$ cat src/hw/rtl/pfa_pkg.sv
// pfa_pkg: shared types and constants of the partition fit allocator
// operation and fit mode codes, register indexes, control and status structs
// no dependencies
`timescale 1ns / 1ps

package pfa_pkg;

    localparam int OP_W         = 2;
    localparam int INDEX_W      = 6;
    localparam int IDENT_W      = 16;
    localparam int FIELD_SIZE_W = 16;
    localparam int CFG_IDX_W    = 1;
    localparam int CFG_DATA_W   = 7;
    localparam int MODE_W       = 2;
    localparam int BCOUNT_W     = 7;
    localparam int IN_DATA_W    = 72;
    localparam int OUT_DATA_W   = 48;

    localparam logic [OP_W-1:0] OP_LOAD  = 2'd0;
    localparam logic [OP_W-1:0] OP_ALLOC = 2'd1;
    localparam logic [OP_W-1:0] OP_FREE  = 2'd2;

    localparam logic [MODE_W-1:0] FIT_FIRST = 2'd0;
    localparam logic [MODE_W-1:0] FIT_BEST  = 2'd1;
    localparam logic [MODE_W-1:0] FIT_WORST = 2'd2;

    localparam logic [CFG_IDX_W-1:0] CFG_FIT_MODE    = 1'd0;
    localparam logic [CFG_IDX_W-1:0] CFG_BLOCK_COUNT = 1'd1;

    typedef enum logic [1:0] {
        ST_IDLE,
        ST_SCAN,
        ST_LAST,
        ST_DONE
    } t_state;

    typedef struct packed {
        logic load;
        logic free_all;
        logic start;
        logic scan;
        logic finish;
    } t_cmd;

    typedef struct packed {
        logic count_zero;
        logic last_addr;
        logic out_free;
    } t_stat;

endpackage

$ cat src/hw/rtl/partition_fit_allocator.sv
// partition_fit_allocator: top level of the fixed-partition fit allocator
// joins pfa_ctrl and pfa_dpath; uses pfa_pkg
//
// Usage: configure fit_mode (index 0) and block_count (index 1) on the write
// port while idle. Items enter on the s_axis channel, the operation in tuser.
// A load item writes one table entry and frees it; a free-all item clears
// every taken flag. Both are taken in the idle state and give no result.
// An allocate item scans the active entries through the table memory's
// single read port, one entry per cycle, then passes the last and done
// states, or goes straight to done with no active entry. Its result is
// loaded into the result register on leaving done; idle takes the next item.
// One result per allocate item leaves on the m_axis channel; granted is
// carried in tuser. While the receiver stalls, the result register holds and
// the block keeps taking load and free-all items, and a following allocate
// waits at its last stage until the register is free.
// Reset clears the taken flags, the configuration and the result valid
// flag; table entries are undefined until loaded.
`timescale 1ns / 1ps

module partition_fit_allocator #(
    parameter int MAX_BLOCKS = 64,
    parameter int SIZE_BITS  = 16
) (
    input  logic                                i_clk,
    input  logic                                i_rst_n,
    input  logic                                i_cfg_we,
    input  logic [pfa_pkg::CFG_IDX_W-1:0]       i_cfg_index,
    input  logic [pfa_pkg::CFG_DATA_W-1:0]      i_cfg_data,
    input  logic                                s_axis_tvalid,
    output logic                                s_axis_tready,
    // block_index, block_ident, block_size, process_ident, request_size, pad
    input  logic [pfa_pkg::IN_DATA_W-1:0]       s_axis_tdata,
    // operation
    input  logic [pfa_pkg::OP_W-1:0]            s_axis_tuser,
    output logic                                m_axis_tvalid,
    input  logic                                m_axis_tready,
    // owner_ident, granted_block, leftover_size
    output logic [pfa_pkg::OUT_DATA_W-1:0]      m_axis_tdata,
    // granted
    output logic [0:0]                          m_axis_tuser
);
    import pfa_pkg::*;

    t_cmd  w_cmd;
    t_stat w_stat;

    logic [IDENT_W-1:0]      w_owner;
    logic                    w_granted;
    logic [IDENT_W-1:0]      w_block;
    logic [FIELD_SIZE_W-1:0] w_left;

    pfa_ctrl u_ctrl (
        .i_clk  (i_clk),
        .i_rst_n(i_rst_n),
        .i_valid(s_axis_tvalid),
        .i_op   (s_axis_tuser),
        .o_ready(s_axis_tready),
        .o_cmd  (w_cmd),
        .i_stat (w_stat)
    );

    pfa_dpath #(
        .MAX_BLOCKS(MAX_BLOCKS),
        .SIZE_BITS (SIZE_BITS)
    ) u_dpath (
        .i_clk          (i_clk),
        .i_rst_n        (i_rst_n),
        .i_cmd          (w_cmd),
        .o_stat         (w_stat),
        .i_cfg_we       (i_cfg_we),
        .i_cfg_index    (i_cfg_index),
        .i_cfg_data     (i_cfg_data),
        .i_block_index  (s_axis_tdata[5:0]),
        .i_block_ident  (s_axis_tdata[21:6]),
        .i_block_size   (s_axis_tdata[37:22]),
        .i_process_ident(s_axis_tdata[53:38]),
        .i_request_size (s_axis_tdata[69:54]),
        .i_out_ready    (m_axis_tready),
        .o_out_valid    (m_axis_tvalid),
        .o_owner_ident  (w_owner),
        .o_granted      (w_granted),
        .o_granted_block(w_block),
        .o_leftover_size(w_left)
    );

    assign m_axis_tdata = {w_left, w_block, w_owner};
    assign m_axis_tuser = w_granted;

endmodule

$ cat src/hw/rtl/pfa_ram.sv
// pfa_ram: generic single write port, single read port memory
// registered read data, no dependencies
`timescale 1ns / 1ps

module pfa_ram #(
    parameter int WIDTH = 32,
    parameter int DEPTH = 64
) (
    input  logic                                  i_clk,
    input  logic                                  i_we,
    input  logic [(DEPTH > 1 ? $clog2(DEPTH) : 1)-1:0] i_waddr,
    input  logic [WIDTH-1:0]                      i_wdata,
    input  logic [(DEPTH > 1 ? $clog2(DEPTH) : 1)-1:0] i_raddr,
    output logic [WIDTH-1:0]                      o_rdata
);

    logic [WIDTH-1:0] r_mem [DEPTH];
    logic [WIDTH-1:0] r_rdata;

    always_ff @(posedge i_clk) begin
        if (i_we) begin
            r_mem[i_waddr] <= i_wdata;
        end
        r_rdata <= r_mem[i_raddr];
    end

    assign o_rdata = r_rdata;

endmodule

$ cat src/hw/rtl/pfa_ctrl.sv
// pfa_ctrl: controller state machine of the partition fit allocator
// sequences load, free-all and the allocate table scan; uses pfa_pkg
`timescale 1ns / 1ps

module pfa_ctrl (
    input  logic                       i_clk,
    input  logic                       i_rst_n,
    input  logic                       i_valid,
    input  logic [pfa_pkg::OP_W-1:0]   i_op,
    output logic                       o_ready,
    output pfa_pkg::t_cmd              o_cmd,
    input  pfa_pkg::t_stat             i_stat
);
    import pfa_pkg::*;

    t_state r_state;
    t_state n_state;

    always_ff @(posedge i_clk) begin
        if (!i_rst_n) begin
            r_state <= ST_IDLE;
        end else begin
            r_state <= n_state;
        end
    end

    always_comb begin
        n_state = r_state;
        case (r_state)
            ST_IDLE: begin
                if (i_valid && i_op == OP_ALLOC) begin
                    n_state = i_stat.count_zero ? ST_DONE : ST_SCAN;
                end
            end
            ST_SCAN: begin
                if (i_stat.last_addr) begin
                    n_state = ST_LAST;
                end
            end
            ST_LAST: begin
                n_state = ST_DONE;
            end
            ST_DONE: begin
                if (i_stat.out_free) begin
                    n_state = ST_IDLE;
                end
            end
            default: begin
                n_state = ST_IDLE;
            end
        endcase
    end

    always_comb begin
        o_ready = 1'b0;
        o_cmd   = '0;
        case (r_state)
            ST_IDLE: begin
                o_ready        = 1'b1;
                o_cmd.load     = i_valid && i_op == OP_LOAD;
                o_cmd.free_all = i_valid && i_op == OP_FREE;
                o_cmd.start    = i_valid && i_op == OP_ALLOC;
            end
            ST_SCAN: begin
                o_cmd.scan = 1'b1;
            end
            ST_LAST: begin
            end
            ST_DONE: begin
                o_cmd.finish = i_stat.out_free;
            end
            default: begin
            end
        endcase
    end

`ifndef NO_ASSERTIONS
    a_last_to_done: assert property (@(posedge i_clk) disable iff (!i_rst_n)
        r_state == ST_LAST |=> r_state == ST_DONE)
        else $error("scan end did not lead to result stage");

    a_scan_nonempty: assert property (@(posedge i_clk) disable iff (!i_rst_n)
        r_state == ST_SCAN |-> !i_stat.count_zero)
        else $error("scanning an empty table");
`endif

endmodule

$ cat src/hw/rtl/pfa_dpath.sv
// pfa_dpath: datapath of the partition fit allocator
// block table memory, taken flags, fit search and result register
// uses pfa_pkg and pfa_ram
`timescale 1ns / 1ps

module pfa_dpath #(
    parameter int MAX_BLOCKS = 64,
    parameter int SIZE_BITS  = 16
) (
    input  logic                              i_clk,
    input  logic                              i_rst_n,
    input  pfa_pkg::t_cmd                     i_cmd,
    output pfa_pkg::t_stat                    o_stat,
    input  logic                              i_cfg_we,
    input  logic [pfa_pkg::CFG_IDX_W-1:0]     i_cfg_index,
    input  logic [pfa_pkg::CFG_DATA_W-1:0]    i_cfg_data,
    input  logic [pfa_pkg::INDEX_W-1:0]       i_block_index,
    input  logic [pfa_pkg::IDENT_W-1:0]       i_block_ident,
    input  logic [pfa_pkg::FIELD_SIZE_W-1:0]  i_block_size,
    input  logic [pfa_pkg::IDENT_W-1:0]       i_process_ident,
    input  logic [pfa_pkg::FIELD_SIZE_W-1:0]  i_request_size,
    input  logic                              i_out_ready,
    output logic                              o_out_valid,
    output logic [pfa_pkg::IDENT_W-1:0]       o_owner_ident,
    output logic                              o_granted,
    output logic [pfa_pkg::IDENT_W-1:0]       o_granted_block,
    output logic [pfa_pkg::FIELD_SIZE_W-1:0]  o_leftover_size
);
    import pfa_pkg::*;

    localparam int ADDR_W = MAX_BLOCKS > 1 ? $clog2(MAX_BLOCKS) : 1;
    localparam int CNT_W  = $clog2(MAX_BLOCKS + 1);
    localparam int WORD_W = IDENT_W + SIZE_BITS;

    logic [MODE_W-1:0]    r_fit_mode;
    logic [BCOUNT_W-1:0]  r_block_count;
    logic [MAX_BLOCKS-1:0] r_taken;

    logic [ADDR_W-1:0]    r_addr;
    logic                 r_eval_v;
    logic [ADDR_W-1:0]    r_eval_idx;
    logic [SIZE_BITS-1:0] r_req;
    logic [IDENT_W-1:0]   r_pid;
    logic                 r_found;
    logic [ADDR_W-1:0]    r_pick;
    logic [SIZE_BITS-1:0] r_best_size;
    logic [IDENT_W-1:0]   r_best_ident;

    logic                    r_out_valid;
    logic [IDENT_W-1:0]      r_out_owner;
    logic                    r_out_granted;
    logic [IDENT_W-1:0]      r_out_block;
    logic [FIELD_SIZE_W-1:0] r_out_left;

    logic [CNT_W-1:0]     w_count;
    logic                 w_idx_ok;
    logic [ADDR_W-1:0]    w_waddr;
    logic [WORD_W-1:0]    w_wdata;
    logic [WORD_W-1:0]    w_rdata;
    logic [SIZE_BITS-1:0] w_rd_size;
    logic [IDENT_W-1:0]   w_rd_ident;
    logic                 w_fits;
    logic                 w_better;

    // a block count beyond the table size acts as the table size
    assign w_count = (int'(r_block_count) > MAX_BLOCKS) ? CNT_W'(MAX_BLOCKS)
                                                        : CNT_W'(r_block_count);
    assign w_idx_ok = int'(i_block_index) < MAX_BLOCKS;
    assign w_waddr  = ADDR_W'(i_block_index);
    assign w_wdata  = {i_block_ident, SIZE_BITS'(i_block_size)};

    pfa_ram #(
        .WIDTH(WORD_W),
        .DEPTH(MAX_BLOCKS)
    ) u_table (
        .i_clk  (i_clk),
        .i_we   (i_cmd.load && w_idx_ok),
        .i_waddr(w_waddr),
        .i_wdata(w_wdata),
        .i_raddr(r_addr),
        .o_rdata(w_rdata)
    );

    assign w_rd_size  = w_rdata[SIZE_BITS-1:0];
    assign w_rd_ident = w_rdata[SIZE_BITS +: IDENT_W];

    assign w_fits   = !r_taken[r_eval_idx] && w_rd_size >= r_req;
    assign w_better = !r_found
                   || (r_fit_mode == FIT_BEST  && w_rd_size < r_best_size)
                   || (r_fit_mode == FIT_WORST && w_rd_size > r_best_size);

    assign o_stat.count_zero = w_count == '0;
    assign o_stat.last_addr  = CNT_W'(r_addr) == CNT_W'(w_count - CNT_W'(1));
    assign o_stat.out_free   = !r_out_valid || i_out_ready;

    always_ff @(posedge i_clk) begin
        if (!i_rst_n) begin
            r_fit_mode    <= FIT_FIRST;
            r_block_count <= '0;
        end else if (i_cfg_we) begin
            case (i_cfg_index)
                CFG_FIT_MODE:    r_fit_mode    <= i_cfg_data[MODE_W-1:0];
                CFG_BLOCK_COUNT: r_block_count <= i_cfg_data[BCOUNT_W-1:0];
                default: begin
                end
            endcase
        end
    end

    always_ff @(posedge i_clk) begin
        if (!i_rst_n) begin
            r_taken <= '0;
        end else if (i_cmd.free_all) begin
            r_taken <= '0;
        end else if (i_cmd.load && w_idx_ok) begin
            r_taken[w_waddr] <= 1'b0;
        end else if (i_cmd.finish && r_found) begin
            r_taken[r_pick] <= 1'b1;
        end
    end

    // scan: address issued to the table memory, entry judged from its registered read data
    always_ff @(posedge i_clk) begin
        if (!i_rst_n) begin
            r_eval_v <= 1'b0;
            r_found  <= 1'b0;
            r_addr   <= '0;
        end else begin
            r_eval_v <= i_cmd.scan;
            if (i_cmd.start) begin
                r_addr  <= '0;
                r_found <= 1'b0;
            end else begin
                if (i_cmd.scan) begin
                    r_addr <= r_addr + 1'b1;
                end
                if (r_eval_v && w_fits && w_better) begin
                    r_found <= 1'b1;
                end
            end
        end
    end

    always_ff @(posedge i_clk) begin
        if (i_cmd.start) begin
            r_req <= SIZE_BITS'(i_request_size);
            r_pid <= i_process_ident;
        end
        if (i_cmd.scan) begin
            r_eval_idx <= r_addr;
        end
        if (!i_cmd.start && r_eval_v && w_fits && w_better) begin
            r_pick       <= r_eval_idx;
            r_best_size  <= w_rd_size;
            r_best_ident <= w_rd_ident;
        end
    end

    always_ff @(posedge i_clk) begin
        if (!i_rst_n) begin
            r_out_valid <= 1'b0;
        end else if (i_cmd.finish) begin
            r_out_valid <= 1'b1;
        end else if (i_out_ready) begin
            r_out_valid <= 1'b0;
        end
    end

    always_ff @(posedge i_clk) begin
        if (i_cmd.finish) begin
            r_out_owner   <= r_pid;
            r_out_granted <= r_found;
            r_out_block   <= r_found ? r_best_ident : '0;
            r_out_left    <= r_found ? FIELD_SIZE_W'(r_best_size - r_req) : '0;
        end
    end

    assign o_out_valid     = r_out_valid;
    assign o_owner_ident   = r_out_owner;
    assign o_granted       = r_out_granted;
    assign o_granted_block = r_out_block;
    assign o_leftover_size = r_out_left;

`ifndef NO_ASSERTIONS
    a_claim_source: assert property (@(posedge i_clk) disable iff (!i_rst_n)
        (r_taken & ~$past(r_taken)) != '0 |-> $past(i_cmd.finish && r_found))
        else $error("taken flag set outside a grant");

    a_result_source: assert property (@(posedge i_clk) disable iff (!i_rst_n)
        $rose(r_out_valid) |-> $past(i_cmd.finish))
        else $error("result appeared without a finished search");

    a_refusal_zero: assert property (@(posedge i_clk) disable iff (!i_rst_n)
        r_out_valid && !r_out_granted |-> r_out_block == '0 && r_out_left == '0)
        else $error("refused request carries block or leftover");
`endif

endmodule

$ cat config.mk
export PLATFORM = sky130hd
export DESIGN_NAME = partition_fit_allocator
export DESIGN_NICKNAME = d
export VERILOG_FILES = /design/src/hw/rtl/pfa_pkg.sv /design/src/hw/rtl/partition_fit_allocator.sv /design/src/hw/rtl/pfa_ram.sv /design/src/hw/rtl/pfa_ctrl.sv /design/src/hw/rtl/pfa_dpath.sv
export SDC_FILE = /design/constraint.sdc
export NUM_CORES = 2
export LEC_CHECK = 0
export ABC_CLOCK_PERIOD_IN_PS = 4500
export BUFFER_PORTS_ARGS = -buffer_cell sky130_fd_sc_hd__clkbuf_2
export CAP_MARGIN = 20
export CORE_MARGIN = 1.5
export CORE_UTILIZATION = 56
export CTS_CLUSTER_SIZE = 8
export DETAILED_ROUTE_END_ITERATION = 16
export PLACE_DENSITY = 0.79
export RECOVER_POWER = 50
export SETUP_SLACK_MARGIN = 0.15
export SYNTH_ARGS = -nofsm -noshare
export SYNTH_HDL_FRONTEND = slang
export SYNTH_HIERARCHICAL = 1
export SYNTH_SLANG_ARGS = --single-unit
$ cat constraint.sdc
create_clock -name i_clk -period 4.5 [get_ports i_clk]
set_input_delay 0.225 -clock i_clk [delete_from_list [all_inputs] [get_ports i_clk]]
set_output_delay 0.225 -clock i_clk [all_outputs]
set_load 0.01 [all_outputs]
==> flow_summary_export.csv <==
group,metric,value,unit
synthesis,yosysTopAreaCellShare,74.1,%
synthesis,seq_area_frac_synth,76.7,%
synthesis,postSynthAreaPerCell,21.1,um2
clock_tree,clkSlewWorstSetupHoldPaths,50,ps
worst_setup_path,arrival,4600,ps
clock_tree,clockBufferDepth,4,
detailed_routing,dr.pass1.iters,6,
cells_and_area,regMostFlops,"u_dpath/u_table/r_mem",
clock_tree,cts.sinks,2289,
cells_and_area,areaGrowthSynthToFinish,16.4,%
grt,grt_usage,30.2,%
worst_setup_path,path_delay_family,"simple AND/OR/NAND/NOR gates",
detailed_routing,wl_per_cell,34.8,um
synthesis,synth_edf_count,2173,
detailed_routing,ant_nets,0,
grt,overflow,0,
timing,rsz0062_at_grt,"false",
grt,grt_pass1_vias,49100,
detailed_routing,route.detailed.drc,0,
power_and_ir_drop,finalPower,53.3,mW
worst_setup_path,critPathMaxFanout,19,
timing,finalCritPeriodShare,89.4,%
synthesis,synth_flop_cell,"edfxtp_1",
die,start_util,56.4,%
worst_hold_path,min_from,"s_axis_tdata[48]",
place,place.gp.congestion,0.875,
worst_hold_path,min_to,"u_dpath/r_pid[10]",
timing,slew_headroom,-124,%
place,place_area,92700,um2
worst_hold_path,hp-class,"primary input to register",
worst_setup_path,slowest_delay,750,ps
synthesis,syn_nets,4316,
worst_setup_path,slowest_stage,"nor2_4",
grt,grt_max_degree,75,
worst_setup_path,cp_common_cell,"nand2_1",
synthesis,ys_warn_count,6,
synthesis,syn_area,88100,um2
worst_setup_path,r2r.worst_path.cells,9,
timing,layout_min_cycle_time,4020,ps
die,core,156000,um2
cells_and_area,fin_area,103000,um2
synthesis,synth_area_leader_cell,"edfxtp_1",
timing,holdWs,53.2,ps
die,io-pin-count,138,
place,dp_hpwl,123000,um
detailed_routing,vias,47500,
timing,hold_viol_final,0,
status,violations,"max-capacitance violations, max-slew violations",
worst_setup_path,rrSetupSlack,480,ps
timing,worst_pin_slew,3350,ps
cells_and_area,utilization,65.6,%
place,port-buffer-count,135,
power_and_ir_drop,max-vdd-ir-drop,0.535,mV
grt,antenna_found_initial,7,
die,die_x,400,um
clock_tree,cts_tree,"built",
timing,clock-skew-final,54.1,ps
detailed_routing,drt_wl_total,240000,um
clock_tree,cts_buffers,336,
die,design.die.area,160000,um2
worst_setup_path,end_kind,"register",
power_and_ir_drop,power.leakage,31.9,nW
worst_setup_path,critPathKind,"register to register",
synthesis,async_reset_ff_share,0,%
cells_and_area,nets,4876,
worst_setup_path,worstPathRequired,5080,ps
timing,fmax,0.249,GHz
timing,setup_viol,0,
worst_setup_path,rr_endpoint,"u_dpath/u_table/r_mem[40][29]",
synthesis,synth.top_cells.by_area,"edfxtp_1, mux4_2, dfxtp_1",
clock_tree,cts_root_buffer,"clkbuf_16",
worst_hold_path,hold_depth,2,
cells_and_area,layout-drive-gt1-share,25.2,%
synthesis,synth-seq-cells,2289,
worst_setup_path,start_kind,"register",
die,rows,145,
worst_setup_path,path_cells,"inv_1, ha_1, nand2_1, nor3_4, buf_4, nor2b_1, nand2_1, nor2_4, buf_12",
die,die_h,400,um
run,max_cap_viol_count,32,
detailed_routing,drt_iter0_markers,7096,
status,status,"finished with violations",
worst_setup_path,r2r-start,"u_ctrl/r_state[0]",
synthesis,syn_inst,4174,
cells_and_area,largest_register_ffs,2048,
detailed_routing,via_per_inst,6.89,
synthesis,ys_types,68,
clock_tree,h-tree-depth,5,
clock_tree,cts_setup_buffers,0,
power_and_ir_drop,power_density,520,nW/um2
clock_tree,insertion_delay,930,ps
worst_setup_path,cp_num_buf_inv,3,
timing,setup_tns,0,ps
timing,slew_violations,1989,
grt,grt_pass1_wl,341000,um
==> metal layers <==
metal	GRT usage [%]	routed length [um]	share of wire [%]	up-vias
met5	0	40	0.017	-
met4	13.8	11400	4.8	6
met3	7.41	29000	12	722
met2	49.5	118000	49	3941
met1	38.5	81000	34	24400
li1	-	-	-	18400
==> where the power goes <==
group / switching [mW] / internal (mW)
combinational: 3.72 / 3.35
sequential: 0.372 / 23.7
clock: 8.68 / 13.5
==> worst register-to-register path: cells and delay by family (launching register included) <==
family,cells,cell delay [ps]
DFF,1,340
and+or+nand+nor,5,2410
adders and majority gates,1,250
buffers and inverters,3,700
==> worst max-delay path by stage <==
stage,depth (start not counted),slack (ps),end,start
6_report,9,480,u_dpath/u_table/r_mem[40][29],u_ctrl/r_state[0]
5_1_grt,9,370,u_dpath/u_table/r_mem[18][13],u_ctrl/r_state[0]
4_1_cts,9,400,u_dpath/u_table/r_mem[18][13],u_ctrl/r_state[0]
3_5_place_dp,9,500,u_dpath/u_table/r_mem[40][17],u_ctrl/r_state[0]
3_3_place_gp,9,590,u_dpath/u_table/r_mem[40][8],u_ctrl/r_state[0]
2_1_floorplan,7,230,u_dpath/u_table/r_mem[48][0],u_ctrl/r_state[0]
==> area by class of cell <==
cell class / count / area, um2
Clock buffer: 426 / 8830
Multi-Input combinational cell: 1637 / 19900
Timing Repair Buffer: 425 / 3340
Tap cell: 2058 / 2570
Inverter: 45 / 169
Sequential cell: 2289 / 67600
Antenna cell: 2 / 5.00
Clock inverter: 12 / 119
Fill cell: 9304 / 53700
==> cells by family after synthesis <==
group / synth area share (%)
AO/OA/AOI/OAI: 2.98
adder cells (fa/ha/maj): 0.790
multiplexers: 15.5
flip-flops: 76.7
XOR/XNOR: 0.189
buffers and inverters: 1.32
AND/OR/NAND/NOR: 2.54
==> timing repair <==
action                     4_1_cts  5_1_grt
hold buffers                    92        5
hold endpoints to repair      1539      121
gates resized for setup          0        1
setup endpoints to repair        0       65
==> cell usage after synthesis (all sizes together) (3+ instances only) <==
| cell | instances |
|---|---|
| nand3 | 23 |
| o22ai | 84 |
| clkbuf | 90 |
| xor2 | 12 |
| nand2b | 27 |
| xnor2 | 7 |
| and2 | 22 |
| mux4 | 560 |
| ha | 54 |
| a21o | 10 |
| a211oi | 10 |
| a311oi | 9 |
| o32ai | 4 |
| inv | 45 |
| nor3 | 26 |
| nand2 | 118 |
| a41o | 4 |
| nor3b | 5 |
| o221ai | 27 |
| a21oi | 150 |
| nand4 | 12 |
| o21ai | 76 |
| o21a | 3 |
| nor2 | 181 |
| a21boi | 11 |
| or3b | 5 |
| dfxtp | 116 |
| or2 | 4 |
| or3 | 5 |
| buf | 113 |
| mux2i | 97 |
| nand3b | 6 |
| o211ai | 4 |
| nor2b | 34 |
| a22oi | 20 |
| and3 | 6 |
| edfxtp | 2173 |
==> per-stage QoR <==
step,setup WS [ps],instances
global route,371,6892
CTS,404,6880
floorplan,226,4174
global placement,590,6348
finish,478,6894
detailed placement,498,6350
==> placed cells by master, fill, tap and decap left out, types with 12 or more instances in the layout <==
cell type / instances
clkbuf_2: 73
mux2i_1: 97
clkbuf_1: 183
o21ai_0: 75
a21oi_1: 149
o221ai_1: 27
nor2_1: 119
buf_12: 36
edfxtp_1: 2173
inv_1: 45
nand2_1: 118
mux4_2: 550
and2_0: 12
xor2_1: 12
nor2_4: 62
nor2b_1: 34
dlygate4sd3_1: 97
clkbuf_16: 340
nand4_1: 12
a22oi_1: 20
dfxtp_1: 112
nor3_1: 20
nand3_1: 23
buf_4: 120
nand2b_1: 25
ha_1: 54
o22ai_1: 84
No activity file was read; power rests on OpenSTA's default activity.
